<file path="src/design/spr_pkg.sv">
// ----------------------------------------------------------------------------
// spr_pkg
// Shared constants and types of the slave recovery planner.
// ----------------------------------------------------------------------------
package spr_pkg;

  localparam int MAX_SLAVES = 64;
  localparam int SLAVE_W    = $clog2(MAX_SLAVES);
  localparam int QDEPTH     = 2;
  localparam int QPTR_W     = $clog2(QDEPTH);
  localparam int QCNT_W     = $clog2(QDEPTH + 1);
  localparam int PADDR_W    = 4;
  localparam int REG_IDX_W  = PADDR_W - 2;
  localparam int TIME_W     = 64;
  localparam int SH_W       = 5;

  localparam logic [7:0] ST_MASK   = 8'h0F;
  localparam logic [7:0] ST_INIT   = 8'h01;
  localparam logic [7:0] ST_PREOP  = 8'h02;
  localparam logic [7:0] ST_SAFEOP = 8'h04;
  localparam logic [7:0] ST_OP     = 8'h08;
  localparam logic [7:0] ST_ERR    = 8'h10;
  localparam logic [SH_W-1:0] SHIFT_CAP = 5'd20;

  localparam logic [1:0] ACT_NONE  = 2'd0;
  localparam logic [1:0] ACT_ACK   = 2'd1;
  localparam logic [1:0] ACT_OP    = 2'd2;
  localparam logic [1:0] ACT_RECFG = 2'd3;

  localparam logic [REG_IDX_W-1:0] REG_SLAVE_COUNT   = 2'd0;
  localparam logic [REG_IDX_W-1:0] REG_ATTEMPT_LIMIT = 2'd1;
  localparam logic [REG_IDX_W-1:0] REG_BACKOFF_BASE  = 2'd2;

  typedef struct packed {
    logic [6:0]  slave_count;
    logic [7:0]  attempt_limit;
    logic [31:0] backoff_base;
  } cfg_t;

  typedef struct packed {
    logic               in_range;
    logic               clear_entry;
    logic               reach;
    logic               healthy;
    logic [1:0]         cand_act;
    logic [SLAVE_W-1:0] slave;
    logic [TIME_W-1:0]  now_ns;
  } job_t;

  typedef struct packed {
    logic [7:0]        attempts;
    logic              failed;
    logic              unhealthy;
    logic [TIME_W-1:0] next_try;
  } entry_t;

  localparam int ENTRY_W = $bits(entry_t);

endpackage

</file>
<file path="src/design/spr_out_if.sv">
// ----------------------------------------------------------------------------
// spr_out_if
// Result channel of the slave recovery planner: one word per decision.
// ----------------------------------------------------------------------------
interface spr_out_if import spr_pkg::*; ();
  logic       valid;
  logic       ready;
  logic [1:0] action;
  logic       recovered;
  logic       gave_up;
  logic [7:0] attempts_used;

  modport source (output valid, action, recovered, gave_up, attempts_used, input ready);
  modport sink (input valid, action, recovered, gave_up, attempts_used, output ready);
endinterface

</file>
<file path="src/design/spr_ram.sv">
// ----------------------------------------------------------------------------
// spr_ram
// Generic single-write, single-read RAM with registered read data.
// ----------------------------------------------------------------------------
module spr_ram #(
  parameter int WIDTH = 8,
  parameter int DEPTH = 64
) (
  input  logic                     clk,
  input  logic                     we,
  input  logic [$clog2(DEPTH)-1:0] waddr,
  input  logic [WIDTH-1:0]         wdata,
  input  logic                     re,
  input  logic [$clog2(DEPTH)-1:0] raddr,
  output logic [WIDTH-1:0]         rdata
);

  logic [WIDTH-1:0] mem [DEPTH];
  logic [WIDTH-1:0] rdata_r;

  always_ff @(posedge clk) begin
    if (we) begin
      mem[waddr] <= wdata;
    end
    if (re) begin
      rdata_r <= mem[raddr];
    end
  end

  assign rdata = rdata_r;

endmodule

</file>
<file path="src/design/spr_back.sv">
// ----------------------------------------------------------------------------
// spr_back
// Reads the slave table entry, applies the recovery rules, writes the entry
// back and loads the result register.
// ----------------------------------------------------------------------------
module spr_back import spr_pkg::*; (
  input  logic   clk,
  input  logic   rst_n,
  input  cfg_t   cfg,
  input  job_t   job,
  input  logic   job_valid,
  output logic   job_pop,
  spr_out_if.source out_ch
);

  typedef enum logic [2:0] {
    S_IDLE = 3'b001,
    S_EVAL = 3'b010,
    S_UPD  = 3'b100
  } back_state_t;

  back_state_t     state_r;
  back_state_t     state_nxt;
  job_t            job_r;
  logic [MAX_SLAVES-1:0] valid_r;
  logic [MAX_SLAVES-1:0] valid_nxt;

  logic            ram_we;
  logic            ram_re;
  logic [ENTRY_W-1:0] ram_rdata;
  entry_t          ent;
  entry_t          wr_ent;

  entry_t          ev_ent;
  logic [1:0]      ev_act;
  logic            ev_rec;
  logic            ev_gave;
  logic            ev_we;
  logic            ev_bump;
  logic [SH_W-1:0] ev_sh;

  entry_t          new_ent_r;
  logic [1:0]      act_r;
  logic            rec_r;
  logic            gave_r;
  logic            we_r;
  logic            bump_r;
  logic [SH_W-1:0] sh_r;

  logic            out_valid_r;
  logic            out_valid_nxt;
  logic [1:0]      out_act_r;
  logic            out_rec_r;
  logic            out_gave_r;
  logic [7:0]      out_used_r;
  logic            load;

  spr_ram #(
    .WIDTH (ENTRY_W),
    .DEPTH (MAX_SLAVES)
  ) u_table (
    .clk   (clk),
    .we    (ram_we),
    .waddr (job_r.slave),
    .wdata (wr_ent),
    .re    (ram_re),
    .raddr (job.slave),
    .rdata (ram_rdata)
  );

  assign ent = valid_r[job_r.slave] ? entry_t'(ram_rdata) : '0;

  always_comb begin
    ev_ent  = ent;
    ev_act  = ACT_NONE;
    ev_rec  = 1'b0;
    ev_gave = 1'b0;
    ev_we   = 1'b0;
    ev_bump = 1'b0;
    ev_sh   = (ent.attempts > 8'(SHIFT_CAP)) ? SHIFT_CAP : ent.attempts[SH_W-1:0];
    if (job_r.in_range) begin
      if (job_r.clear_entry) begin
        ev_we           = 1'b1;
        ev_ent.attempts = '0;
        ev_ent.failed   = 1'b0;
        ev_ent.next_try = '0;
      end else if (job_r.reach) begin
        ev_we = 1'b1;
        if (job_r.healthy) begin
          ev_rec = ent.unhealthy;
          ev_ent = '0;
        end else begin
          ev_ent.unhealthy = 1'b1;
          if (!ent.failed) begin
            if (job_r.cand_act == ACT_OP) begin
              ev_act = ACT_OP;
            end else if (job_r.cand_act == ACT_ACK || job_r.cand_act == ACT_RECFG) begin
              if (job_r.now_ns < ent.next_try) begin
                ev_act = ACT_NONE;
              end else if (ent.attempts >= cfg.attempt_limit) begin
                ev_ent.failed = 1'b1;
                ev_gave       = 1'b1;
              end else begin
                ev_act          = job_r.cand_act;
                ev_ent.attempts = ent.attempts + 8'd1;
                ev_bump         = 1'b1;
              end
            end
          end
        end
      end
    end
  end

  always_comb begin
    wr_ent = new_ent_r;
    if (bump_r) begin
      wr_ent.next_try = job_r.now_ns + ({32'd0, cfg.backoff_base} << sh_r);
    end
  end

  assign load = (state_r == S_UPD) && (!out_valid_r || out_ch.ready);

  always_comb begin
    state_nxt     = state_r;
    job_pop       = 1'b0;
    ram_re        = 1'b0;
    ram_we        = 1'b0;
    valid_nxt     = valid_r;
    out_valid_nxt = out_valid_r;
    if (out_valid_r && out_ch.ready) begin
      out_valid_nxt = 1'b0;
    end
    case (state_r)
      S_IDLE: begin
        if (job_valid) begin
          job_pop   = 1'b1;
          ram_re    = 1'b1;
          state_nxt = S_EVAL;
        end
      end
      S_EVAL: begin
        state_nxt = S_UPD;
      end
      S_UPD: begin
        if (load) begin
          ram_we        = we_r;
          out_valid_nxt = 1'b1;
          state_nxt     = S_IDLE;
          if (we_r) begin
            valid_nxt[job_r.slave] = 1'b1;
          end
        end
      end
      default: begin
        state_nxt = S_IDLE;
      end
    endcase
  end

  always_ff @(posedge clk) begin
    if (job_pop) begin
      job_r <= job;
    end
    if (state_r == S_EVAL) begin
      new_ent_r <= ev_ent;
      act_r     <= ev_act;
      rec_r     <= ev_rec;
      gave_r    <= ev_gave;
      we_r      <= ev_we;
      bump_r    <= ev_bump;
      sh_r      <= ev_sh;
    end
    if (load) begin
      out_act_r  <= act_r;
      out_rec_r  <= rec_r;
      out_gave_r <= gave_r;
      out_used_r <= job_r.in_range ? new_ent_r.attempts : 8'd0;
    end
  end

  always_ff @(posedge clk) begin
    if (!rst_n) begin
      state_r     <= S_IDLE;
      valid_r     <= '0;
      out_valid_r <= 1'b0;
    end else begin
      state_r     <= state_nxt;
      valid_r     <= valid_nxt;
      out_valid_r <= out_valid_nxt;
    end
  end

  assign out_ch.valid         = out_valid_r;
  assign out_ch.action        = out_act_r;
  assign out_ch.recovered     = out_rec_r;
  assign out_ch.gave_up       = out_gave_r;
  assign out_ch.attempts_used = out_used_r;

`ifndef ASSERT_OFF
  a_eval_after_read: assert property (@(posedge clk) disable iff (!rst_n)
    state_r == S_EVAL |-> $past(state_r == S_IDLE && job_valid))
    else $error("Evaluation entered without a table read.");
`endif
`ifndef ASSERT_OFF
  a_gave_up_no_action: assert property (@(posedge clk) disable iff (!rst_n)
    out_valid_r && out_gave_r |-> out_act_r == ACT_NONE)
    else $error("Give-up reported together with an action.");
`endif
`ifndef ASSERT_OFF
  a_recovered_clean: assert property (@(posedge clk) disable iff (!rst_n)
    out_valid_r && out_rec_r |-> out_act_r == ACT_NONE && out_used_r == 8'd0)
    else $error("Recovered slave reported with action or attempts.");
`endif
`ifndef ASSERT_OFF
  a_write_with_result: assert property (@(posedge clk) disable iff (!rst_n)
    ram_we |=> out_valid_r && state_r == S_IDLE)
    else $error("Table write without a loaded result.");
`endif

endmodule
</file>
<file path="src/flat_wrapper.sv">
// flat-port wrapper written by rule: the top's interface ports become plain ports
module spr_back_flat import spr_pkg::*;
  (clk, rst_n, cfg, job, job_valid, job_pop, out_ch_valid, out_ch_action, out_ch_recovered, out_ch_gave_up, out_ch_attempts_used, out_ch_ready);
  spr_out_if out_ch_i ();
  input  logic clk;
  input  logic rst_n;
  input  cfg_t cfg;
  input  job_t job;
  input  logic job_valid;
  output logic job_pop;
  output wire logic [$bits(out_ch_i.valid)-1:0] out_ch_valid;
  output wire logic [$bits(out_ch_i.action)-1:0] out_ch_action;
  output wire logic [$bits(out_ch_i.recovered)-1:0] out_ch_recovered;
  output wire logic [$bits(out_ch_i.gave_up)-1:0] out_ch_gave_up;
  output wire logic [$bits(out_ch_i.attempts_used)-1:0] out_ch_attempts_used;
  input wire logic [$bits(out_ch_i.ready)-1:0] out_ch_ready;
  assign out_ch_valid = out_ch_i.valid;
  assign out_ch_action = out_ch_i.action;
  assign out_ch_recovered = out_ch_i.recovered;
  assign out_ch_gave_up = out_ch_i.gave_up;
  assign out_ch_attempts_used = out_ch_i.attempts_used;
  assign out_ch_i.ready = out_ch_ready;
  spr_back u_core (.clk(clk), .rst_n(rst_n), .cfg(cfg), .job(job), .job_valid(job_valid), .job_pop(job_pop), .out_ch(out_ch_i));
endmodule
</file>
<file path="config.mk">
export PLATFORM = sky130hd
export DESIGN_NAME = spr_back_flat
export DESIGN_NICKNAME = d
export VERILOG_FILES = /design/src/design/spr_pkg.sv /design/src/design/spr_out_if.sv /design/src/design/spr_ram.sv /design/src/design/spr_back.sv /design/src/flat_wrapper.sv
export SDC_FILE = /design/constraint.sdc
export NUM_CORES = 2
export LEC_CHECK = 0
export BUFFER_PORTS_ARGS = -buffer_cell sky130_fd_sc_hd__buf_2
export CAP_MARGIN = 10
export CELL_PAD_IN_SITES_DETAIL_PLACEMENT = 1
export CELL_PAD_IN_SITES_GLOBAL_PLACEMENT = 2
export CORE_MARGIN = 5
export CORE_UTILIZATION = 43
export CTS_CLUSTER_DIAMETER = 120
export DETAILED_ROUTE_END_ITERATION = 16
export GPL_TIMING_DRIVEN = 1
export PLACE_DENSITY_LB_ADDON = 0.1
export SYNTH_ARGS = -nofsm -noshare
export SYNTH_HDL_FRONTEND = slang
export SYNTH_HIERARCHICAL = 1
export SYNTH_MEMORY_MAX_BITS = 65536
export SYNTH_SLANG_ARGS = --single-unit
</file>
<file path="constraint.sdc">
create_clock -name clk -period 20.3 [get_ports clk]
set_input_delay 2.03 -clock clk [delete_from_list [all_inputs] [get_ports clk]]
set_output_delay 2.03 -clock clk [all_outputs]
set_load 0.005 [all_outputs]
</file>
==> results.toml <==
[status]
outcome = "finished clean"

[yosys]
synth.distinct_cells = 82
synth_area_leaders = "edfxtp_1 (75%), mux4_2 (14%), mux2_2 (1.1%), ha_1 (0.86%), a22oi_1 (0.83%)"
ys_warn_count = 6
synth_top_cell_area_share = 0.754
yosysTopAreaCell = "edfxtp_1"
async_flop_share = 0
synth_cells = 9399
synth.most_common_cell = "edfxtp_1"
syn-cell-area_um2 = 198000
synth_fp_nets = 9663
yosys-top-cells-count = "edfxtp_1 (4983), mux4_2 (1242), nand2_1 (348)"
yosysSeqAreaShare = 0.761
synth_flop_cell = "edfxtp_1"
ys_ff_latch = 5051
syn_avg_cell_area_um2 = 21.1
synth_edf_count = 4983

[timing]
timing.fmax_ghz = 0.127
hold_violations = 0
slew_viol_final = 0
worstMarginPinSlew_ns = 1.32
setup-tns-final_ns = 0
finClkSkew_ns = 0.0686
fin_crit_sh = 0.389
slew_headroom = 0.116
fin_crit_ns = 7.89
rsz0062_at_grt = "no"
finalSetupViolations = 0

[route]
drtAntennaViolNets = 0
dr_total_vias = 104000
totalWireLength_um = 656000
wl_per_cell_um = 39.7
drc = 0
drt_pass1_iterations = 6
first_iter_violations = 14000
viasPerCell = 6.31

[cts]
clkLatencyLatePin_ns = 1.05
cts_setup_buffers = 0
cts_buffers = 549
cts_root_buf = "clkbuf_16"
cts_resized = 0
cts_tree = "built"
holdBufCountCts = 0
clk_pin_slew_ns = 0.05
cts-htree-levels = 6
numClockSinks = 5051
clock_path_buffers = 4

[grt]
antenna_found_initial = 65
grt_start_max_net_pins = 115
grt_usage = 0.273
grt_first_pass_wirelength_um = 892000
gr-total-overflow = 0
grt_pass1_vias = 106000

[power_and_ir_drop]
power-per-cell-area_nw_per_um2 = 100
p_leak_nw = 70.7
vdd_drop_max_uv = 91.6

[floorplan]
dieHeight_um = 689
die_x_um = 689
start_util = 0.432
num_rows = 249
io_pins = 141
core_area_um2 = 460000
die_area_um2 = 475000

[final_layout]
fillers = 40800
nets = 10200
areaGrowthSynthToFinish_pct = 13.6
drive_gt1_frac = 0.269
fin_util = 0.490

[placement]
hpwl_um = 363000
io_buffers = 133
place.gp.congestion = 0.837

[worst_setup_path]
startpoint_type = "primary input"
required_ns = 20.95
worstPathArrival_ns = 8.54
path_max_fanout = 64
crit_type = "in -> reg"
crit_buf_inv = 1
slowest_delay_ns = 1.11
slowest_stage = "mux2_2"
cp-startpoint = "cfg[2]"
crit_path_end_kind = "flop"
cp_common_cell = "mux2_2"
crit_path_cell_trace = "buf_2 -> mux2_2 -> o21ai_0 -> nor2_1 -> a21oi_1 -> mux2_2 -> nor2_1 -> ha_1 -> nand2_1 -> nor3_1 -> nand2b_1 -> a21oi_1 -> o21ai_0 -> a2111o_1 -> a211oi_1 -> a21bo_2 -> xor2_1 -> mux2_2"
r2r_start = "u_core/sh_r[0]"
crit_family = "compound AO/OA/AOI/OAI gates"

[run]
cap_violations = 0

[min_path]
min_path_type = "reg -> reg"
worstHoldStart = "u_core/gave_r"
## cells in the final DEF, fill, tap and decap left out, types with 25 or more instances in the layout
cell type,n
nor2_4,64
o21a_1,76
a22oi_1,220
nand2_1,347
ha_1,136
buf_2,127
nor2_1,266
buf_12,33
bufinv_16,30
clkbuf_1,144
o21ai_0,70
inv_1,38
nand3_1,81
clkinv_1,127
xnor2_1,38
a21o_1,58
a21oi_1,277
mux2i_1,95
clkbuf_16,564
o22ai_1,121
buf_4,309
clkinv_2,68
nor3_1,81
edfxtp_1,4983
a222oi_1,31
mux2_2,201
diode_2,33
mux4_2,1242
a31oi_1,41
nor2b_1,25
dfxtp_1,68
## sequential cells by signal, indices dropped and copies added (netlist names), 2 cells and up
register	cells
u_core/act_r	2
u_core/job_r	76
u_core/new_ent_r	74
u_core/out_ch.action	2
u_core/out_ch.attempts_used	8
u_core/sh_r	5
u_core/state_r	3
u_core/u_table/mem	4736
u_core/u_table/rdata	74
u_core/valid_r	64
## worst paths after layout
check,to,depth (start not counted),slack (ns)
hold reg to reg,u_core/out_ch.gave_up,0,0.42
hold / removal,u_core/out_ch.gave_up,0,0.42
setup reg to reg,u_core/u_table/mem[31][48],18,12.55
setup / recovery,u_core/u_table/mem[31][48],18,12.41
## where the power goes
part | internal [mW] | switching [mW]
sequential | 11.5 | 0.0324
clock | 5.53 | 4.15
combinational | 0.432 | 0.882
## layer usage
| metal | up-vias | GRT usage | share of wire |
|---|---|---|---|
| met2 | 4777 | 0.438 | 0.48 |
| met5 | - | 0 | 0.000082 |
| met4 | 8 | 0.0723 | 0.030 |
| met3 | 987 | 0.0444 | 0.079 |
| met1 | 57900 | 0.391 | 0.42 |
| li1 | 40600 | - | - |
## cell families (layout without fill, tap and decap cells)
family	after synthesis	after routing	synth area share
flip-flops	5051	5051	0.761
adder cells (fa/ha/maj)	137	137	0.00868
AND/OR/NAND/NOR	1011	1011	0.0227
multiplexers	1540	1540	0.157
buffers and inverters	559	1508	0.0128
other	0	33	0
XOR/XNOR	62	62	0.00274
AO/OA/AOI/OAI	1039	1039	0.0349
## final cells by class
cell class | count | area, um2 | share of cell area
inverter | 41 | 161 | 0.000716
clock buffer | 714 | 14700 | 0.0654
multi-input combinational | 3789 | 45700 | 0.203
tap | 6149 | 7690 | 0.0341
clock inverter | 279 | 2470 | 0.0110
timing repair buffer | 474 | 3680 | 0.0163
sequential | 5051 | 151000 | 0.670
antenna | 33 | 82.6 | 0.000366
## through the flow
| stage | instance area (um2) | worst slack [ns] | instances | total power, mW | hold WS (ns) |
|---|---|---|---|---|---|
| 5_1_grt | 225000 | 12.18 | 16500 | 23.3 | 0.439 |
| 6_report | 225000 | 12.41 | 16500 | 22.6 | 0.423 |
| 2_1_floorplan | 198000 | 1.88 | 9399 | 12.6 | 0.400 |
| 3_5_place_dp | 208000 | 11.53 | 15500 | 13.1 | 0.412 |
| 3_3_place_gp | 208000 | 11.69 | 15500 | 13.1 | 0.419 |
| 4_1_cts | 225000 | 12.63 | 16500 | 22.7 | 0.425 |
(Power assumes the default switching activity.)
