$ cat src/design/spr_pkg.sv
// ----------------------------------------------------------------------------
// spr_pkg
// Shared constants and types of the slave recovery planner.
// ----------------------------------------------------------------------------
package spr_pkg;

  localparam int MAX_SLAVES = 64;
  localparam int SLAVE_W    = $clog2(MAX_SLAVES);
  localparam int QDEPTH     = 2;
  localparam int QPTR_W     = $clog2(QDEPTH);
  localparam int QCNT_W     = $clog2(QDEPTH + 1);
  localparam int PADDR_W    = 4;
  localparam int REG_IDX_W  = PADDR_W - 2;
  localparam int TIME_W     = 64;
  localparam int SH_W       = 5;

  localparam logic [7:0] ST_MASK   = 8'h0F;
  localparam logic [7:0] ST_INIT   = 8'h01;
  localparam logic [7:0] ST_PREOP  = 8'h02;
  localparam logic [7:0] ST_SAFEOP = 8'h04;
  localparam logic [7:0] ST_OP     = 8'h08;
  localparam logic [7:0] ST_ERR    = 8'h10;
  localparam logic [SH_W-1:0] SHIFT_CAP = 5'd20;

  localparam logic [1:0] ACT_NONE  = 2'd0;
  localparam logic [1:0] ACT_ACK   = 2'd1;
  localparam logic [1:0] ACT_OP    = 2'd2;
  localparam logic [1:0] ACT_RECFG = 2'd3;

  localparam logic [REG_IDX_W-1:0] REG_SLAVE_COUNT   = 2'd0;
  localparam logic [REG_IDX_W-1:0] REG_ATTEMPT_LIMIT = 2'd1;
  localparam logic [REG_IDX_W-1:0] REG_BACKOFF_BASE  = 2'd2;

  typedef struct packed {
    logic [6:0]  slave_count;
    logic [7:0]  attempt_limit;
    logic [31:0] backoff_base;
  } cfg_t;

  typedef struct packed {
    logic               in_range;
    logic               clear_entry;
    logic               reach;
    logic               healthy;
    logic [1:0]         cand_act;
    logic [SLAVE_W-1:0] slave;
    logic [TIME_W-1:0]  now_ns;
  } job_t;

  typedef struct packed {
    logic [7:0]        attempts;
    logic              failed;
    logic              unhealthy;
    logic [TIME_W-1:0] next_try;
  } entry_t;

  localparam int ENTRY_W = $bits(entry_t);

endpackage

$ cat src/design/spr_in_if.sv
// ----------------------------------------------------------------------------
// spr_in_if
// Input channel of the slave recovery planner: one word per decision.
// ----------------------------------------------------------------------------
interface spr_in_if import spr_pkg::*; ();
  logic               valid;
  logic               ready;
  logic               mode;
  logic [SLAVE_W-1:0] slave;
  logic               reachable;
  logic               answered;
  logic [7:0]         status_byte;
  logic [TIME_W-1:0]  now_ns;

  modport source (output valid, mode, slave, reachable, answered, status_byte, now_ns,
                  input ready);
  modport sink (input valid, mode, slave, reachable, answered, status_byte, now_ns,
                output ready);
endinterface

$ cat src/design/spr_front.sv
// ----------------------------------------------------------------------------
// spr_front
// Accepts input words, classifies the slave condition and queues the job.
// ----------------------------------------------------------------------------
module spr_front import spr_pkg::*; (
  input  logic        clk,
  input  logic        rst_n,
  input  cfg_t        cfg,
  spr_in_if.sink      in_ch,
  output job_t        job,
  output logic        job_valid,
  input  logic        job_pop
);

  job_t              q_r [QDEPTH];
  logic [QPTR_W-1:0] wr_ptr_r;
  logic [QPTR_W-1:0] wr_ptr_nxt;
  logic [QPTR_W-1:0] rd_ptr_r;
  logic [QPTR_W-1:0] rd_ptr_nxt;
  logic [QCNT_W-1:0] count_r;
  logic [QCNT_W-1:0] count_nxt;
  logic              push;
  logic              pop;
  job_t              cls;
  logic [7:0]        st;
  logic              err;

  assign st  = in_ch.status_byte & ST_MASK;
  assign err = (in_ch.status_byte & ST_ERR) != 8'h00;

  always_comb begin
    cls             = '0;
    cls.in_range    = {1'b0, in_ch.slave} < cfg.slave_count;
    cls.clear_entry = in_ch.mode;
    cls.reach       = in_ch.reachable;
    cls.healthy     = in_ch.answered && (st == ST_OP) && !err;
    cls.slave       = in_ch.slave;
    cls.now_ns      = in_ch.now_ns;
    if (!in_ch.answered || st == ST_INIT || st == ST_PREOP) begin
      cls.cand_act = ACT_RECFG;
    end else if (err) begin
      cls.cand_act = ACT_ACK;
    end else if (st == ST_SAFEOP) begin
      cls.cand_act = ACT_OP;
    end else begin
      cls.cand_act = ACT_NONE;
    end
  end

  assign in_ch.ready = count_r != QCNT_W'(QDEPTH);
  assign push        = in_ch.valid && in_ch.ready;
  assign job_valid   = count_r != '0;
  assign pop         = job_pop && job_valid;
  assign job         = q_r[rd_ptr_r];

  always_comb begin
    wr_ptr_nxt = push ? wr_ptr_r + 1'b1 : wr_ptr_r;
    rd_ptr_nxt = pop ? rd_ptr_r + 1'b1 : rd_ptr_r;
    count_nxt  = count_r + QCNT_W'(push) - QCNT_W'(pop);
  end

  always_ff @(posedge clk) begin
    if (push) begin
      q_r[wr_ptr_r] <= cls;
    end
  end

  always_ff @(posedge clk) begin
    if (!rst_n) begin
      wr_ptr_r <= '0;
      rd_ptr_r <= '0;
      count_r  <= '0;
    end else begin
      wr_ptr_r <= wr_ptr_nxt;
      rd_ptr_r <= rd_ptr_nxt;
      count_r  <= count_nxt;
    end
  end

`ifndef ASSERT_OFF
  a_q_no_overflow: assert property (@(posedge clk) disable iff (!rst_n)
    push |=> count_r != '0 && count_r <= QCNT_W'(QDEPTH))
    else $error("Job queue count out of range after a push.");
`endif

endmodule

$ cat src/flat_wrapper.sv
// flat-port wrapper written by rule: the top's interface ports become plain ports
module spr_front_flat import spr_pkg::*;
  (clk, rst_n, cfg, job, job_valid, job_pop, in_ch_valid, in_ch_mode, in_ch_slave, in_ch_reachable, in_ch_answered, in_ch_status_byte, in_ch_now_ns, in_ch_ready);
  spr_in_if in_ch_i ();
  input  logic clk;
  input  logic rst_n;
  input  cfg_t cfg;
  output job_t job;
  output logic job_valid;
  input  logic job_pop;
  input wire logic [$bits(in_ch_i.valid)-1:0] in_ch_valid;
  input wire logic [$bits(in_ch_i.mode)-1:0] in_ch_mode;
  input wire logic [$bits(in_ch_i.slave)-1:0] in_ch_slave;
  input wire logic [$bits(in_ch_i.reachable)-1:0] in_ch_reachable;
  input wire logic [$bits(in_ch_i.answered)-1:0] in_ch_answered;
  input wire logic [$bits(in_ch_i.status_byte)-1:0] in_ch_status_byte;
  input wire logic [$bits(in_ch_i.now_ns)-1:0] in_ch_now_ns;
  output wire logic [$bits(in_ch_i.ready)-1:0] in_ch_ready;
  assign in_ch_i.valid = in_ch_valid;
  assign in_ch_i.mode = in_ch_mode;
  assign in_ch_i.slave = in_ch_slave;
  assign in_ch_i.reachable = in_ch_reachable;
  assign in_ch_i.answered = in_ch_answered;
  assign in_ch_i.status_byte = in_ch_status_byte;
  assign in_ch_i.now_ns = in_ch_now_ns;
  assign in_ch_ready = in_ch_i.ready;
  spr_front u_core (.clk(clk), .rst_n(rst_n), .cfg(cfg), .in_ch(in_ch_i), .job(job), .job_valid(job_valid), .job_pop(job_pop));
endmodule
$ cat config.mk
export PLATFORM = sky130hd
export DESIGN_NAME = spr_front_flat
export DESIGN_NICKNAME = d
export VERILOG_FILES = /design/src/design/spr_pkg.sv /design/src/design/spr_in_if.sv /design/src/design/spr_front.sv /design/src/flat_wrapper.sv
export SDC_FILE = /design/constraint.sdc
export NUM_CORES = 1
export LEC_CHECK = 0
export ABC_AREA = 1
export BUFFER_PORTS_ARGS = -buffer_cell sky130_fd_sc_hd__buf_2
export CELL_PAD_IN_SITES_DETAIL_PLACEMENT = 1
export CELL_PAD_IN_SITES_GLOBAL_PLACEMENT = 1
export CORE_MARGIN = 4
export CORE_UTILIZATION = 37
export CTS_CLUSTER_DIAMETER = 60
export DETAILED_ROUTE_END_ITERATION = 6
export MAX_ROUTING_LAYER = met4
export PLACE_DENSITY = 0.77
export SLEW_MARGIN = 20
export SYNTH_ARGS = -nofsm -noshare
export SYNTH_HDL_FRONTEND = slang
export SYNTH_SLANG_ARGS = --single-unit
$ cat constraint.sdc
create_clock -name clk -period 4.5 [get_ports clk]
set_input_delay 0.9 -clock clk [delete_from_list [all_inputs] [get_ports clk]]
set_output_delay 0.9 -clock clk [all_outputs]
set_load 0.05 [all_outputs]
==> reports/results.tsv, run 1 <==
metric	value	unit
status	completed	
most frequent cells in the layout	166 x buf_2, 152 x edfxtp_1, 40 x mux2_4, 36 x mux2_2, 25 x nand2_1	
total number of vias	3320	
leading area contributor after synthesis	edfxtp_1	
Total Routing Usage GR	14.02	%
Hold Path Class	flip-flop to flip-flop	
Synthesis Warnings	0	
full die area	18620	µm²
fin nets	639	
first-pass GRT wire length	19200	µm
PD cells	650.7	nW/µm²
Inst Count DP	697	
share of post-route cells with drive strength above 1	53.80	%
Least-Margin Pin Slew	778.7	ps
final setup fails	0	
critical path peak fanout	39	
worst clock skew	6.517	ps
Final GP Congestion	0.7096	
worst reg2reg setup slack	2450	ps
CP arrival	2250	ps
Sequential Area	4668	µm²
Leak	3.108	nW
fin crit period	3147	ps
Wirelength per Cell	16.81	µm
synthesized area	6106	µm²
Post-Synthesis Net Count	457	
number of global-route vias before repair	3758	
synthesized flop and latch total	157	
io pins	210	
initial core utilization	38.16	%
post-CTS setup buffers	0	
clock sink total	157	
# H-tree levels	4	
Yosys top cell area share	74.75	%
DRC violations left	0	
cts repair resizes	0	
initial antenna violation count	0	
Syn-to-layout area delta	27.27	%
root buffer cell	clkbuf_16	
Vert. Die Dim	136.5	µm
unrepaired setup endpoints after global routing	no	
cts hold-fix bufs	0	
CP Class	flip-flop to primary output	
number of port buffers	166	
Routed Antenna Nets	0	
RR Startpoint	u_core.count_r[0]$_SDFF_PN0_	
relative slew slack	48.09	%
hold depth	2	
cell area after layout	7771	µm²
clk_lat worst skew	410	ps
hold_ws	508.0	ps
Placement Cell Area	7189	µm²
Tot Pwr	5.057	mW
DRT Pass-1 Iters	4	
Starting DRT DRC Count	190	
Final Worst Setup Slack	1353	ps
row cnt	46	
DR vias/cell	4.554	
register area share after synthesis	76.39	%
Worst setup SP type	flip-flop	
f_max	317.7	MHz
Finished Layout Cells	729	
grt ovf	0	
core area	16000	µm²
count of unique library cells instantiated by Yosys	16	
top cells by area, synth	edfxtp_1 75%, mux2_4 9.8%, mux2_2 6.6%	
reg2reg end	u_core.q_r[1][54]$_DFFE_PP_	
Routed WL	12250	µm
Final period util	69.94	%
post-synthesis cell count	318	
R2R depth	5	
Setup TNS Final	0	ps
Mapped Avg Cell Area	19.20	µm²
Filler cells	1646	
Slew Limit Fails	0	
Worst EP required	3600	ps
total CTS buffers	17	
Max Cap Viol	0	
hold path startpoint	u_core.rd_ptr_r$_SDFFE_PN0P_	
die width	136.5	µm
Worst Hold Path EP	u_core.rd_ptr_r$_SDFFE_PN0P_	
Hold Vio Cnt, Final	0	
DPL Wire Length	8582	µm
Multi-input gate area	1295	µm²
post-place setup slack	1572	ps
CTS Buffer Depth	2	
Critical Path End Type	primary output	
worst vdd ir	289.1	µV
leading cell type in the layout, fill and taps excluded	buf_2	
Ant. Diodes	0	
CTS tree	done	
Clk pin slew, worst setup/hold paths	60	ps
largest net degree at the start of global routing	58	
Core Util, Final	48.57	%
-- per-layer routing --
metal	up-vias	routed length (µm)	share of wire (%)	global-route usage, %
met5	-	0	0	-
met1	1643	4659	38	14.71
met3	17	854	7.0	4.626
met4	0	151	1.2	5.207
li1	1559	-	-	-
met2	101	6588	54	24.51
-- worst max path at each step --
| stage | cells after the start | to | slack, ps |
|---|---|---|---|
| 5_1_grt | 3 | job[10] | 1220 |
| 4_1_cts | 3 | job[12] | 1270 |
| 3_3_place_gp | 4 | u_core.q_r[1][54]$_DFFE_PP_ | 1670 |
| 3_5_place_dp | 4 | u_core.q_r[1][54]$_DFFE_PP_ | 1570 |
| 2_1_floorplan | 2 | u_core.q_r[0][0]$_DFFE_PP_ | 1100 |
| 6_report | 3 | job[7] | 1350 |
-- cells in the mapped netlist --
master,number
a21oi_1,3
buf_2,3
buf_4,1
buf_6,4
dfxtp_1,5
edfxtp_1,152
ha_1,7
inv_1,23
mux2_2,36
mux2_4,40
nand2_1,25
nand3_1,5
nand4_1,1
nor2_1,11
nor3_1,1
o21a_1,1
-- flip-flops by register name, summed over array words and instances (netlist names), named ones only --
register,count
u_core.q_r,152
u_core.rd_ptr_r,1
u_core.count_r,2
u_core.wr_ptr_r,1
-- cell families after synthesis --
family | share of synthesized area, %
DFF | 76.39
AOI/OAI and AO/OA | 0.3688
adders and majority gates | 1.434
muxes | 16.48
and+or+nand+nor | 2.807
buffers and inverters | 2.520
-- cell type report --
class,count,share of cell area [%]
timing repair buffer,171,11.17
multi-input combinational,130,16.66
sequential,157,60.07
tap,216,3.478
clock buffer,19,5.571
clock inverter,13,1.900
inverter,23,1.143
-- critical path: stages (launching register included) --
cell,delay (ps)
dfxtp_4,770
buf_4,460
mux2_2,380
buf_2,210
-- power by group --
group	leakage (nW)	internal, mW	total [mW]	switching (mW)
clock	0.277	0.865	1.41	0.548
sequential	1.46	1.87	1.98	0.104
combinational	1.37	0.493	1.67	1.18
total	3.11	3.23	5.06	1.83
Power figures use the tool's default switching activity.
==> inputs of run 2 (changes only) <==
--- a/config.mk
+++ b/config.mk
@@ -5,7 +5,7 @@
 export SDC_FILE = /design/constraint.sdc
 export NUM_CORES = 1
 export LEC_CHECK = 0
-export ABC_AREA = 1
+export ABC_AREA = 0
 export BUFFER_PORTS_ARGS = -buffer_cell sky130_fd_sc_hd__buf_2
 export CELL_PAD_IN_SITES_DETAIL_PLACEMENT = 1
 export CELL_PAD_IN_SITES_GLOBAL_PLACEMENT = 1
@@ -14,7 +14,7 @@
 export CTS_CLUSTER_DIAMETER = 60
 export DETAILED_ROUTE_END_ITERATION = 6
 export MAX_ROUTING_LAYER = met4
-export PLACE_DENSITY = 0.77
+export PLACE_DENSITY = 0.76
 export SLEW_MARGIN = 20
 export SYNTH_ARGS = -nofsm -noshare
 export SYNTH_HDL_FRONTEND = slang
==> constraint.sdc (replaced) <==
create_clock -name clk -period 2.7 [get_ports clk]
set_input_delay 0.54 -clock clk [delete_from_list [all_inputs] [get_ports clk]]
set_output_delay 0.54 -clock clk [all_outputs]
set_load 0.05 [all_outputs]
==> reports/results.tsv, run 2 <==
metric	value	unit
initial core utilization	37.94	%
post-synthesis cell count	288	
initial antenna violation count	0	
DPL Wire Length	8624	µm
Regs by FF count	u_core.q_r: 152 flops, u_core.count_r: 2 flops	
xor/xnor share of the synthesized area	0.5771	%
Slew Limit Fails	0	
Clk pwr share	27.3	%
synthesized flop and latch total	157	
Routed Antenna Nets	0	
Final period util	89.64	%
most frequent cells in the layout	166 x buf_2, 152 x edfxtp_1, 40 x mux2_4, 36 x mux2_2, 17 x clkbuf_16	
Least-Margin Pin Slew	565.7	ps
Total Routing Usage GR	14.18	%
main combinational cell family by area after synthesis	multiplexers	
Critical Path End Type	primary output	
simple-gate portion of the synthesized area	1.917	%
clk_lat worst skew	420	ps
root buffer cell	clkbuf_16	
CTS tree	done	
Finished Layout Cells	701	
share of post-route cells with drive strength above 1	57.94	%
Final GP Congestion	0.6962	
Switching Power	3.174	mW
DRT Pass-1 Iters	4	
top cells by area, synth	edfxtp_1 75%, mux2_4 9.9%, mux2_2 6.7%	
Setup TNS Final	0	ps
Starting DRT DRC Count	99	
Post-Synthesis Net Count	427	
worst vdd ir	549.9	µV
synthesized area	6071	µm²
Vert. Die Dim	136.1	µm
die width	136.1	µm
Inst Count DP	669	
full die area	18520	µm²
Sw Ratio	36.72	%
Synth Area in Compound Gates	1.051	%
Syn-to-layout area delta	28.11	%
row cnt	46	
Routed WL	12470	µm
Yosys top cell area share	75.19	%
Biggest register	u_core.q_r	
count of unique library cells instantiated by Yosys	27	
Hold Path Class	input pin to flip-flop	
CP arrival	1880	ps
logic gate share of total power	36.1	%
Post-synth EDFFs	152	
leading area contributor after synthesis	edfxtp_1	
Hold Vio Cnt, Final	0	
largest net degree at the start of global routing	43	
fin crit period	2420	ps
worst clock skew	9.866	ps
status	completed	
final setup fails	0	
PD cells	1112	nW/µm²
Final Worst Setup Slack	279.6	ps
core area	16000	µm²
Reg power frac	36.6	%
total number of vias	3189	
# H-tree levels	4	
synthesized-area fraction occupied by adder cells	1.443	%
f_max	413.2	MHz
first-pass GRT wire length	19110	µm
number of global-route vias before repair	3722	
DR vias/cell	4.549	
post-CTS setup buffers	0	
critical path peak fanout	34	
Max Cap Viol	0	
CP Class	flip-flop to primary output	
fin nets	611	
relative slew slack	62.29	%
Worst EP required	2160	ps
hold_ws	302.2	ps
grt ovf	0	
unrepaired setup endpoints after global routing	no	
io pins	210	
Worst setup SP type	flip-flop	
Leak	3.018	nW
Internal Pwr Total	5.470	mW
clock sink total	157	
mux contribution to synthesized area	16.57	%
cts hold-fix bufs	0	
max reg flops	152	
Wirelength per Cell	17.79	µm
Clk pin slew, worst setup/hold paths	60	ps
total CTS buffers	17	
Ant. Diodes	0	
post-place setup slack	693.1	ps
Mapped Avg Cell Area	21.08	µm²
Post-synth top cells	152 x edfxtp_1, 40 x mux2_4, 36 x mux2_2	
Placement Cell Area	7194	µm²
number of port buffers	166	
top_reg_cell synth	edfxtp_1	
DRC violations left	0	
most frequent cell after synthesis	edfxtp_1	
cell area after layout	7777	µm²
leading cell type in the layout, fill and taps excluded	buf_2	
register area share after synthesis	76.83	%
CTS Buffer Depth	2	
async set or reset register ratio after synthesis	0	%
Synthesis Warnings	0	
cts repair resizes	0	
## run 2: per-layer routing
metal / wire length, µm / vias up / part of all wire [%] / track usage [%]
met5: 0 / - / 0 / -
met4: 127 / 0 / 1.0 / 4.591
met3: 838 / 14 / 6.7 / 5.181
met2: 6834 / 107 / 55 / 25.18
met1: 4674 / 1570 / 37 / 14.54
li1: - / 1498 / - / -
## run 2: kinds of logic (layout without fill, tap and decap cells)
| kind of cell | count (synthesis) | in the layout |
|---|---|---|
| xor gates and xnor gates | 4 | 4 |
| DFF | 157 | 157 |
| and+or+nand+nor | 18 | 18 |
| AOI/OAI and AO/OA | 10 | 10 |
| buffers and inverters | 16 | 213 |
| muxes | 76 | 76 |
| adders and majority gates | 7 | 7 |
## run 2: worst max-delay path, stage by stage (launching register included)
cell and delay [ps]:
dfxtp_4 360, buf_4 470, mux2_2 400, buf_2 210
## run 2: cell type report
class                      count  area [µm²]
timing repair buffer         173       908.4
multi-input combinational    115        1314
sequential                   157        4668
clock inverter                12       146.4
inverter                       8       33.78
tap                          216       270.3
clock buffer                  20       436.7
fill                        1606        8223
## run 2: metrics by stage
step / power, mW / utilization, %
6_report: 8.645 / 48.61
5_1_grt: 9.035 / 48.61
2_1_floorplan: 5.724 / -
4_1_cts: 8.772 / 48.61
3_5_place_dp: 6.384 / 44.96
3_3_place_gp: 6.316 / 44.96
## run 2: path summary, 6_finish.rpt
path                            cells past startpoint  slack [ps]                    startpoint                     endpoint
worst max-delay path                                3         280                     flip-flop                       job[2]
worst min-delay path                                1         300               in_ch_now_ns[7]   u_core.q_r[0][7]$_DFFE_PP_
worst max register to register                      4         970  u_core.count_r[0]$_SDFF_PN0_  u_core.q_r[0][52]$_DFFE_PP_
worst min register to register                      2         580  u_core.rd_ptr_r$_SDFFE_PN0P_                    flip-flop
## run 2: power by group through the flow
| stage | Sequential (mW) | Clock (mW) | Combinational [mW] |
|---|---|---|---|
| 6_report | 3.17 | 2.36 | 3.12 |
| 4_1_cts | 3.17 | 2.42 | 3.18 |
| 3_3_place_gp | 3.19 | 0 | 3.13 |
| 3_5_place_dp | 3.22 | 0 | 3.16 |
| 2_1_floorplan | 3.18 | 0 | 2.54 |
| 5_1_grt | 3.19 | 2.56 | 3.28 |
