--- config.mk ---
export PLATFORM = sky130hd
export DESIGN_NAME = spr_cfg
export DESIGN_NICKNAME = d
export VERILOG_FILES = /design/src/design/spr_pkg.sv /design/src/design/spr_cfg.sv
export SDC_FILE = /design/constraint.sdc
export NUM_CORES = 1
export LEC_CHECK = 0
export BUFFER_PORTS_ARGS = -buffer_cell sky130_fd_sc_hd__buf_2
export CAP_MARGIN = 10
export CELL_PAD_IN_SITES_DETAIL_PLACEMENT = 1
export CELL_PAD_IN_SITES_GLOBAL_PLACEMENT = 2
export CORE_UTILIZATION = 26
export CTS_BUF_LIST = sky130_fd_sc_hd__clkbuf_16
export CTS_CLUSTER_SIZE = 24
export DETAILED_ROUTE_END_ITERATION = 8
export GPL_TIMING_DRIVEN = 0
export HOLD_SLACK_MARGIN = 0.1
export PLACE_DENSITY = 0.94
export SLEW_MARGIN = 20
export SYNTH_ARGS = -nofsm -noshare
export SYNTH_HDL_FRONTEND = slang
export SYNTH_SLANG_ARGS = --single-unit
--- constraint.sdc ---
create_clock -name clk -period 2.15 [get_ports clk]
set_input_delay 0.215 -clock clk [delete_from_list [all_inputs] [get_ports clk]]
set_output_delay 0.215 -clock clk [all_outputs]
set_load 0.03 [all_outputs]
--- src/design/spr_pkg.sv ---
// ----------------------------------------------------------------------------
// spr_pkg
// Shared constants and types of the slave recovery planner.
// ----------------------------------------------------------------------------
package spr_pkg;

  localparam int MAX_SLAVES = 64;
  localparam int SLAVE_W    = $clog2(MAX_SLAVES);
  localparam int QDEPTH     = 2;
  localparam int QPTR_W     = $clog2(QDEPTH);
  localparam int QCNT_W     = $clog2(QDEPTH + 1);
  localparam int PADDR_W    = 4;
  localparam int REG_IDX_W  = PADDR_W - 2;
  localparam int TIME_W     = 64;
  localparam int SH_W       = 5;

  localparam logic [7:0] ST_MASK   = 8'h0F;
  localparam logic [7:0] ST_INIT   = 8'h01;
  localparam logic [7:0] ST_PREOP  = 8'h02;
  localparam logic [7:0] ST_SAFEOP = 8'h04;
  localparam logic [7:0] ST_OP     = 8'h08;
  localparam logic [7:0] ST_ERR    = 8'h10;
  localparam logic [SH_W-1:0] SHIFT_CAP = 5'd20;

  localparam logic [1:0] ACT_NONE  = 2'd0;
  localparam logic [1:0] ACT_ACK   = 2'd1;
  localparam logic [1:0] ACT_OP    = 2'd2;
  localparam logic [1:0] ACT_RECFG = 2'd3;

  localparam logic [REG_IDX_W-1:0] REG_SLAVE_COUNT   = 2'd0;
  localparam logic [REG_IDX_W-1:0] REG_ATTEMPT_LIMIT = 2'd1;
  localparam logic [REG_IDX_W-1:0] REG_BACKOFF_BASE  = 2'd2;

  typedef struct packed {
    logic [6:0]  slave_count;
    logic [7:0]  attempt_limit;
    logic [31:0] backoff_base;
  } cfg_t;

  typedef struct packed {
    logic               in_range;
    logic               clear_entry;
    logic               reach;
    logic               healthy;
    logic [1:0]         cand_act;
    logic [SLAVE_W-1:0] slave;
    logic [TIME_W-1:0]  now_ns;
  } job_t;

  typedef struct packed {
    logic [7:0]        attempts;
    logic              failed;
    logic              unhealthy;
    logic [TIME_W-1:0] next_try;
  } entry_t;

  localparam int ENTRY_W = $bits(entry_t);

endpackage

--- src/design/spr_cfg.sv ---
// ----------------------------------------------------------------------------
// spr_cfg
// APB register file holding slave count, attempt limit and backoff base.
// ----------------------------------------------------------------------------
module spr_cfg import spr_pkg::*; (
  input  logic               clk,
  input  logic               rst_n,
  input  logic               cfg_psel,
  input  logic               cfg_penable,
  input  logic               cfg_pwrite,
  input  logic [PADDR_W-1:0] cfg_paddr,
  input  logic [31:0]        cfg_pwdata,
  output logic [31:0]        cfg_prdata,
  output logic               cfg_pready,
  output cfg_t               cfg
);

  cfg_t                 cfg_r;
  cfg_t                 cfg_nxt;
  logic [REG_IDX_W-1:0] reg_idx;
  logic                 wr_en;

  assign reg_idx = cfg_paddr[PADDR_W-1:2];
  assign wr_en   = cfg_psel && cfg_penable && cfg_pwrite;

  always_comb begin
    cfg_nxt = cfg_r;
    if (wr_en) begin
      case (reg_idx)
        REG_SLAVE_COUNT: begin
          cfg_nxt.slave_count = cfg_pwdata[6:0];
        end
        REG_ATTEMPT_LIMIT: begin
          cfg_nxt.attempt_limit = cfg_pwdata[7:0];
        end
        REG_BACKOFF_BASE: begin
          cfg_nxt.backoff_base = cfg_pwdata;
        end
        default: begin
          cfg_nxt = cfg_r;
        end
      endcase
    end
  end

  always_comb begin
    case (reg_idx)
      REG_SLAVE_COUNT:   cfg_prdata = {25'd0, cfg_r.slave_count};
      REG_ATTEMPT_LIMIT: cfg_prdata = {24'd0, cfg_r.attempt_limit};
      REG_BACKOFF_BASE:  cfg_prdata = cfg_r.backoff_base;
      default:           cfg_prdata = 32'd0;
    endcase
  end

  always_ff @(posedge clk) begin
    if (!rst_n) begin
      cfg_r <= '0;
    end else begin
      cfg_r <= cfg_nxt;
    end
  end

  assign cfg_pready = 1'b1;
  assign cfg        = cfg_r;

endmodule

==> summary.txt, run 1 <==
Run status
  – Status: completed

GRT
  – First-pass GRT wire length: 10,400 µm
  – Largest net degree at the start of global routing: 14
  – Global route overflow: 0
  – Vias in the first global route: 2,126
  – Gr usage total: 0.155
  – Initial antenna violation count: 0

Synthesis
  – Top cell type's share of synthesized area: 0.431
  – Top_reg_cell synth: dfxtp_1
  – Ys Warns: 0
  – Fraction of registers with async set/reset: 0
  – Avg Cell Area, Syn: 8.83 µm²
  – Yosys reg bits: 47
  – Post-Syn Instances: 247
  – Synth area leaders: dfxtp_1 (43%), mux2i_1 (25%), nand2_1 (15%)
  – Distinct cells, synth: 17
  – Mapped Area: 2180 µm²
  – Synth area leader: dfxtp_1
  – Syn Nets: 288
  – Sequential-to-total area share from yosys stat: 0.431
  – EDFF count, synth: 0
  – Most frequent cell after synthesis: nand2_1
  – Synth cell count leaders: nand2_1 (86), mux2i_1 (54), dfxtp_1 (47), and2_1 (24), clkbuf_1 (9)

Timing
  – Max Clk Rate: 0.523 GHz
  – Pins Over Slew Limit: 0
  – Final hold violation count: 0
  – Setup TNS: 0 ns
  – Unrepaired setup endpoints after global routing: no
  – Period minus WS final: 1.91 ns
  – Hold WS: 0.176 ns
  – Final setup viols: 0
  – Clock Skew: 0 ns
  – Final worst setup slack: 0.238 ns
  – Fin crit share: 0.889
  – Rel. slew slack: 0.635
  – Worst-Margin Slew: 0.547 ns

Critical path
  – CP required: 1.93 ns
  – CP max FO: 10
  – Crit path capture: cfg_prdata[17]
  – Crit path cell chain: buf_2 -> clkbuf_2 -> and2b_2 -> clkbuf_1 -> and2_1 -> buf_2
  – Reg-to-Reg End: cfg[10]$_SDFFE_PN0P_
  – RR Startpoint: cfg[10]$_SDFFE_PN0P_
  – Startpoint Class: input pin
  – Critical Path AT: 1.70 ns
  – Max incr delay on CP: 0.43 ns
  – Crit. Startpoint: cfg_paddr[2]
  – CP endpoint kind: output pin
  – Reg2reg path depth: 2
  – Worst R2R Setup Slack: 1.48 ns
  – Slowest-stage cell, CP: clkbuf_1
  – Most used cell, CP: buf_2
  – Critical path type: input pin to output pin

Route
  – Routed wire length per instance: 14.1 µm
  – First-pass DRT Iterations: 6
  – Total number of vias: 2,131
  – DRT antenna net count: 0
  – Vias/cell: 4.49
  – Routed WL: 6720 µm
  – Iter 0 DRT Violations: 24
  – DRC viols: 0

Placement
  – Worst slack, placed: 0.196 ns
  – Routability cong.: 0.684
  – Hpwl dp: 5160 µm
  – Port-buffer cells: 116

Clock tree
  – Hold buffers post-CTS: 0
  – H-tree Lvls: 2
  – Clk_lat worst skew: 0.27 ns
  – Cts repair resizes: 0
  – CTS tree: built
  – Post-CTS setup buffers: 0
  – CTS root buffer: clkbuf_16
  – CTS Buffer Depth: 2
  – Clock sinks: 47
  – CTS Buf Count: 5
  – Clk pin slew, worst setup/hold paths: 0.06 ns

Layout
  – Sequential Area: 941 µm²
  – Fill count: 1,038
  – Layout area overhead: 38.8%
  – Antenna Cells: 0
  – Layout cells sized above 1: 0.370
  – Final nets: 411
  – Number of flip-flops in the largest register: 47
  – Multi-input logic area: 1110 µm²
  – Post-Route Utilization: 0.370

Min path
  – Hold path depth: 3
  – Hold Path Class: input pin to flip-flop

Flow run
  – Max-capacitance violation count: 0

Floorplan
  – Die Ht: 93.6 µm
  – Core Area: 8180 µm²
  – Die area: 8760 µm²
  – Starting Density: 0.267
  – Die X: 93.6 µm
  – # rows: 33
  – Ports: 121

Power and ir drop
  – Combinational Power Share: 0.105
  – Clk network pwr share: 0.401
  – Sw frac: 0.240
  – IR drop worst, VDD: 0.288 mV
  – Leak pwr: 0.00150 µW
  – Switching Power: 432 µW
  – PD cells: 595 nW/µm²
  – Pint: 1370 µW
  – Flop pwr share: 0.494
layout make-up:
| cell class | count | area share |
|---|---|---|
| buffer | 21 | 0.0430 |
| clock buffer | 5 | 0.0413 |
| clock inverter | 2 | 0.00289 |
| multi-input combinational | 179 | 0.367 |
| sequential | 47 | 0.311 |
| tap | 105 | 0.0434 |
| timing repair buffer | 116 | 0.192 |
layout by cell type (no fill, tap or decap), drive strengths merged:
cell type  synthesis  final
and2b              2      2
mux2i             54     54
a22o               1      1
nand3              1      1
conb               1      1
and2              24     24
dfxtp             47     47
clkbuf            10     15
clkinv             0      2
nor3b              2      2
o21ai              7      7
or3                1      1
nand2             86     86
buf               11    127
worst min-delay path by stage:
stage	start	endpoint	slack, ns
2_1_floorplan	cfg_pwdata[25]	cfg[25]$_SDFFE_PN0P_	0.36
3_3_place_gp	cfg[28]$_SDFFE_PN0P_	cfg[28]$_SDFFE_PN0P_	0.45
3_5_place_dp	cfg[27]$_SDFFE_PN0P_	cfg[27]$_SDFFE_PN0P_	0.46
4_1_cts	cfg_pwdata[25]	cfg[25]$_SDFFE_PN0P_	0.17
5_1_grt	cfg_pwdata[27]	cfg[27]$_SDFFE_PN0P_	0.17
6_report	cfg_pwdata[27]	cfg[27]$_SDFFE_PN0P_	0.18
per-stage QoR:
step	cell area, µm²	power (µW)	cells
floorplan	2180	1020	247
global placement	2890	1100	468
detailed placement	2890	1100	468
CTS	3030	1840	475
global route	3030	1890	475
finish	3030	1800	475
logic make-up (layout without fill, tap and decap cells):
| kind of cell | Yosys count | count (layout) | synth area share |
|---|---|---|---|
| AND/OR/NAND/NOR | 116 | 116 | 0.239 |
| multiplexers | 54 | 54 | 0.248 |
| buffers and inverters | 21 | 144 | 0.0597 |
| other | 1 | 1 | 0.00172 |
| AO/OA/AOI/OAI | 8 | 8 | 0.0201 |
| flip-flops | 47 | 47 | 0.431 |
power by group through the flow:
stage	clock network (µW)	logic [µW]	registers, µW
global placement	0	190	909
CTS	755	194	890
floorplan	0	90.2	931
global route	793	208	891
finish	722	189	891
detailed placement	0	194	910
worst max-delay path, delay by kind of cell:
kind / cells / cell delay (ns)
buffers and inverters: 4 / 0.92
and+or+nand+nor: 2 / 0.56
metal layers:
layer,part of all wire,track usage,wire length [µm]
met5,0,0,0
met4,0.0031,0.0346,21
met3,0.049,0.0317,331
met2,0.52,0.294,3490
met1,0.43,0.176,2880
No activity file was read; power rests on OpenSTA's default activity.
==> inputs of run 2 (changes only) <==
CELL_PAD_IN_SITES_DETAIL_PLACEMENT = default   (was 1)
CELL_PAD_IN_SITES_GLOBAL_PLACEMENT = default   (was 2)
CORE_UTILIZATION = 45   (was 26)
PLACE_DENSITY = 0.89   (was 0.94)
RECOVER_POWER = 50   (was default)
SLEW_MARGIN = 40   (was 20)
==> run 2 against run 1 <==
  * Via count increased by 1.2%
  * Routed wire length decreased by 12%
  * Global-route usage increased by 7.7 points
  * Sequential cell count unchanged
  * Cell area decreased by 4.5%
  * Critical endpoint is now cfg_prdata[31]
  * Fmax decreased by 0.92%
  * Sequential share of layout area increased by 1.5 points
  * Die area decreased by 41%
  * Clock-buffer cell count unchanged
  * Hold slack about the same
  * First-iteration DRC count increased to 4.0 times the previous value
  * Largest power group unchanged
  * Critical path type unchanged
==> summary.txt, run 2 (synthesis results as in run 1) <==
Floorplan
  – Die area: 5130 µm² (-41%)
  – Core Area: 4500 µm² (-45%)
  – Die Ht: 71.6 µm (-23%)
  – Ports: 121 (unchanged)
  – Starting Density: 0.484 (+0.217)
  – Die X: 71.6 µm (-23%)
  – # rows: 24 (-27%)

Power and ir drop
  – IR drop worst, VDD: 0.402 mV (+40%)
  – Clk network pwr share: 0.402 (about the same)
  – Switching Power: 427 µW (-0.95%)
  – Pint: 1370 µW (-0.29%)
  – PD cells: 620 nW/µm² (+4.3%)
  – Sw frac: 0.238 (-0.00121)
  – Leak pwr: 0.00129 µW (-14%)
  – Flop pwr share: 0.497 (+0.003)
  – Combinational Power Share: 0.102 (-0.003)

GRT
  – First-pass GRT wire length: 9240 µm (-11%)
  – Global route overflow: 0 (unchanged)
  – M2 GR Usage: 0.415 (+0.121)
  – Vias in the first global route: 2,006 (-5.6%)
  – Most Crowded Layer GR: met2
  – Met3 Use GR: 0.0352 (+0.00345)
  – Largest net degree at the start of global routing: 14 (unchanged)
  – Initial antenna violation count: 0 (unchanged)
  – M1 GR Usage: 0.278 (+0.102)
  – Gr usage total: 0.231 (+0.0765)

Route
  – Routed wire length per instance: 13.9 µm (-1.5%)
  – DRC viols: 0 (unchanged)
  – Iter 0 DRT Violations: 97 (+300%)
  – DRT antenna net count: 0 (unchanged)
  – Routed WL: 5890 µm (-12%)
  – Total number of vias: 2,157 (+1.2%)
  – First-pass DRT Iterations: 4 (-2)
  – Vias/cell: 5.10 (+14%)

Clock tree
  – CTS Buf Count: 5 (unchanged)
  – Clock sinks: 47 (unchanged)
  – CTS root buffer: clkbuf_16
  – Clk_lat worst skew: 0.28 ns (about the same)
  – Clk pin slew, worst setup/hold paths: 0.06 ns (about the same)
  – H-tree Lvls: 2 (unchanged)
  – Hold buffers post-CTS: 0 (unchanged)
  – Cts repair resizes: 0 (unchanged)
  – Post-CTS setup buffers: 0 (unchanged)
  – CTS Buffer Depth: 2 (unchanged)
  – CTS tree: built

Critical path
  – Startpoint Class: input pin
  – Slowest-stage cell, CP: clkbuf_1
  – Most used cell, CP: clkbuf_1
  – WP buf/inv: 4 (unchanged)
  – Max incr delay on CP: 0.46 ns (+0.03 ns)
  – Worst R2R Setup Slack: 1.50 ns (+0.02 ns)
  – CP top delay family: buffers and inverters
  – Critical path type: input pin to output pin
  – Critical Path AT: 1.71 ns (about the same)
  – CP max FO: 10 (unchanged)
  – Crit path cell chain: clkbuf_1 -> clkbuf_2 -> and2b_2 -> clkbuf_1 -> and2_1 -> buf_2
  – CP endpoint kind: output pin
  – CP required: 1.93 ns (about the same)

Layout
  – Number of flip-flops in the largest register: 47 (unchanged)
  – Fill count: 433 (-58%)
  – Layout area overhead: 32.5%
  – Final nets: 411 (unchanged)
  – Most common cell after layout, fill and taps aside: nand2_1
  – Most frequent cells in the layout: nand2_1 (86), buf_2 (71), clkbuf_1 (60)
  – Fin cells: 423 (-11%)
  – Layout cells sized above 1: 0.229 (-0.141)
  – Antenna Cells: 0 (unchanged)

Timing
  – Rel. slew slack: 0.604 (-0.0310)
  – Pins Over Slew Limit: 0 (unchanged)
  – Unrepaired setup endpoints after global routing: no
  – Period minus WS final: 1.93 ns (+0.0177 ns)
  – Max Clk Rate: 0.518 GHz (-0.92%)
  – Fin crit share: 0.898 (+0.00825)
  – Clock Skew: 0 ns (unchanged)
  – Worst-Margin Slew: 0.594 ns (+0.0465 ns)
  – Setup TNS: 0 ns (unchanged)
  – Final hold violation count: 0 (unchanged)
  – Final setup viols: 0 (unchanged)

Min path
  – Hold Path Class: input pin to flip-flop

Placement
  – Routability cong.: 0.827 (+21%)
  – Inst Count DP: 415 (-11%)
  – Port-buffer cells: 116 (unchanged)
  – Hpwl dp: 4350 µm (-16%)

Flow run
  – Max-capacitance violation count: 0 (unchanged)

Run status
  – Status: completed
==> run 2: cell types whose count changed in the layout (fill, tap and decap cells not counted) <==
cell	before	now
clkbuf_1	9	60
buf_4	2	1
clkinv_1	1	2
buf_6	5	4
buf_2	120	71
inv_1	0	1
clkinv_2	1	0
==> run 2: path summary, 6_finish.rpt <==
| path | from | end | cells past startpoint |
|---|---|---|---|
| max | cfg_paddr[2] | cfg_prdata[31] | 6 |
| max reg2reg | cfg[42]$_SDFFE_PN0P_ | cfg[42]$_SDFFE_PN0P_ | 2 |
| min | cfg_pwdata[27] | cfg[27]$_SDFFE_PN0P_ | 3 |
| min reg2reg | cfg[9]$_SDFFE_PN0P_ | cfg[9]$_SDFFE_PN0P_ | 2 |
==> run 2: metal layers <==
layer  routed length [µm]  vias up
met5                    0        -
met4                   60        0
met3                  333        6
met2                 3070       95
met1                 2430     1016
li1                     -     1040
==> run 2: final cells by class <==
class                   count  area (µm²)  area share
repair buffers            116         520       0.180
multi-input cells         179        1110       0.384
clock buffers               5         125      0.0433
flip-flops and latches     47         941       0.326
well taps                  52        65.1      0.0225
plain buffers              21         118      0.0407
clock inverters             3        11.3     0.00390
==> run 2: stage by stage <==
stage	utilization	worst slack (ns)	area (µm²)	total power (µW)	hold WS [ns]
after floorplan	-	0.624	2180	1020	0.357
after global placement	0.628	0.281	2830	1090	0.449
after detailed placement	0.628	0.207	2830	1100	0.458
after CTS	0.658	0.203	2960	1810	0.174
after global routing	0.642	0.113	2890	1850	0.186
final	0.642	0.220	2890	1790	0.177
==> run 2: tightest hold or removal path, stage by stage <==
cell and delay (ns):
buf_2 0.09, nand2_1 0.04, mux2i_1 0.05
==> run 2: power groups by stage <==
stage / clock [µW] / combinational (µW) / sequential, µW
floorplan: 0 / 90.2 / 931
global placement: 0 / 183 / 909
detailed placement: 0 / 188 / 909
CTS: 730 / 189 / 890
global route: 754 / 200 / 892
finish: 720 / 183 / 891
==> inputs of run 3 (changes only) <==
BUFFER_PORTS_ARGS = default   (was -buffer_cell sky130_fd_sc_hd__buf_2)
DONT_BUFFER_PORTS = 1   (was default)
PLACE_DENSITY = 0.68   (was 0.89)
==> run 3 against run 2 <==
  * Fmax is 9.0% higher
  * Clock power hardly changed
  * Final cell count down 22%
  * Sequential share of layout area rose by 3.9 points
  * Core utilization fell by 6.9 points
  * Sequential power grew 2.6%
  * First-iteration DRC count decreased by 26%
  * Critical path type unchanged
  * Critical endpoint is now cfg_prdata[10]
  * Largest cell class unchanged
  * Highest routed layer unchanged
==> summary.txt, run 3 (synthesis results as in run 1) <==
Power and ir drop
  – Leak pwr: 0.000986 µW (-23%)
  – Clk network pwr share: 0.405 (+0.003)
  – PD cells: 692 nW/µm² (+12%)
  – Combinational Power Share: 0.083 (-0.019)
  – Sw frac: 0.237 (-0.00161)
  – Switching Power: 423 µW (-1.1%)
  – IR drop worst, VDD: 0.324 mV (-19%)
  – Pint: 1360 µW (-0.21%)
  – Flop pwr share: 0.512 (+0.015)

Placement
  – Worst slack, placed: 0.423 ns (+0.215 ns)
  – Inst Count DP: 299 (-28%)
  – Hpwl dp: 3720 µm (-15%)
  – Port-buffer cells: 0 (-100%)
  – Routability cong.: 0.759 (-8.2%)
  – DP Area: 2250 µm² (-21%)

Timing
  – Final hold violation count: 0 (unchanged)
  – Pins Over Slew Limit: 0 (unchanged)
  – Rel. slew slack: 0.458 (-0.146)
  – Final worst setup slack: 0.380 ns (+0.159 ns)
  – Fin crit share: 0.823 (-0.0742)
  – Clock Skew: 0 ns (unchanged)
  – Setup TNS: 0 ns (unchanged)
  – Period minus WS final: 1.77 ns (-0.159 ns)
  – Unrepaired setup endpoints after global routing: no
  – Max Clk Rate: 0.565 GHz (+9.0%)
  – Worst-Margin Slew: 0.813 ns (+0.220 ns)
  – Final setup viols: 0 (unchanged)

Floorplan
  – # rows: 24 (unchanged)
  – Die area: 5130 µm² (unchanged)
  – Ports: 121 (unchanged)
  – Starting Density: 0.484 (unchanged)
  – Die Ht: 71.6 µm (unchanged)
  – Die X: 71.6 µm (unchanged)
  – Core Area: 4500 µm² (unchanged)

Layout
  – Layout cells sized above 1: 0.0396 (-0.190)
  – Antenna Cells: 0 (unchanged)
  – Fin cells: 330 (-22%)
  – Layout area overhead: 18.2%
  – Most common cell after layout, fill and taps aside: nand2_1
  – Number of flip-flops in the largest register: 47 (unchanged)
  – Fill count: 422 (-2.5%)
  – Final nets: 318 (-23%)
  – Post-Route Utilization: 0.573 (-0.0692)
  – Finished layout cell area: 2580 µm² (-11%)
  – Most frequent cells in the layout: nand2_1 (86), mux2i_1 (54), dfxtp_1 (47)

Clock tree
  – CTS root buffer: clkbuf_16
  – CTS tree: built
  – Clk pin slew, worst setup/hold paths: 0.06 ns (about the same)
  – Clock sinks: 47 (unchanged)
  – CTS Buffer Depth: 2 (unchanged)
  – Post-CTS setup buffers: 0 (unchanged)
  – H-tree Lvls: 2 (unchanged)
  – Clk_lat worst skew: 0.28 ns (about the same)
  – CTS Buf Count: 5 (unchanged)

Critical path
  – Critical Path AT: 1.56 ns (-0.15 ns)
  – CP required: 1.93 ns (about the same)
  – Reg2reg path depth: 2 (unchanged)
  – CP max FO: 10 (unchanged)
  – Startpoint Class: input pin
  – Critical path type: input pin to output pin
  – CP endpoint kind: output pin

GRT
  – Initial antenna violation count: 0 (unchanged)
  – Vias in the first global route: 1,727 (-14%)
  – Global route overflow: 0 (unchanged)
  – Largest net degree at the start of global routing: 14 (unchanged)
  – First-pass GRT wire length: 8320 µm (-9.9%)
  – Gr usage total: 0.214 (-0.0174)

Route
  – Routed WL: 5540 µm (-6.0%)
  – Iter 0 DRT Violations: 72 (-26%)
  – Vias/cell: 5.32 (+4.2%)
  – DRC viols: 0 (unchanged)
  – First-pass DRT Iterations: 4 (unchanged)
  – DRT antenna net count: 0 (unchanged)
  – Total number of vias: 1,754 (-19%)
  – Routed wire length per instance: 16.8 µm (+21%)

Min path
  – Hold Path Class: input pin to flip-flop
  – Hold path depth: 2 (-1)

Flow run
  – Max-capacitance violation count: 0 (unchanged)

Run status
  – Status: completed
==> run 3: cell types whose count changed in the layout (fill, tap and decap cells not counted), moves of 2 or more <==
cell / before / now
o21ai_1: 0 / 7
o21ai_0: 7 / 0
buf_6: 4 / 2
buf_2: 71 / 0
clkbuf_1: 60 / 17
dlygate4sd3_1: 0 / 23
==> run 3: cell type report <==
type | instances | area [µm²] | share of cell area
multi-input cells | 179 | 1100 | 0.428
flip-flops and latches | 47 | 941 | 0.365
plain buffers | 21 | 101 | 0.0393
clock inverters | 3 | 11.3 | 0.00437
clock buffers | 5 | 125 | 0.0485
well taps | 52 | 65.1 | 0.0252
repair buffers | 23 | 230 | 0.0893
==> run 3: stage by stage <==
step	hold slack (ns)	total power, µW
detailed placement	0.366	1050
finish	0.103	1790
floorplan	0.357	1020
global placement	0.359	1050
global route	0.114	1850
CTS	0.103	1800
==> run 3: layer usage <==
layer,part of all wire,GRT usage,up-vias
li1,-,-,849
met4,0.014,0.0763,0
met1,0.44,0.263,826
met5,0,0,-
met3,0.056,0.0577,6
met2,0.49,0.361,73
==> run 3: path summary, 6_finish.rpt <==
kind                                           start              endpoint  slack (ns)
worst max-delay path                    cfg_paddr[2]        cfg_prdata[10]        0.38
worst min-delay path                  cfg_pwdata[30]  cfg[30]$_SDFFE_PN0P_        0.10
worst max register to register   cfg[3]$_SDFFE_PN0P_   cfg[3]$_SDFFE_PN0P_        1.29
worst min register to register  cfg[18]$_SDFFE_PN0P_  cfg[18]$_SDFFE_PN0P_        0.62
==> run 3: timing repair <==
item                      4_1_cts  5_1_grt
hold endpoints to repair       23        0
resized for setup               0        0
hold buffers                   23        0
==> run 3: power by group through the flow <==
| stage | Sequential, µW | Clock (µW) | Combinational (µW) |
|---|---|---|---|
| 4_1_cts | 914 | 735 | 153 |
| 3_5_place_dp | 934 | 0 | 119 |
| 5_1_grt | 915 | 776 | 163 |
| 3_3_place_gp | 934 | 0 | 117 |
| 6_report | 914 | 723 | 149 |
| 2_1_floorplan | 931 | 0 | 90.2 |
==> run 3: worst max-delay path, stage by stage <==
cell      delay (ns)
clkbuf_1        0.22
and2b_2         0.36
clkbuf_1        0.35
and2_1          0.40
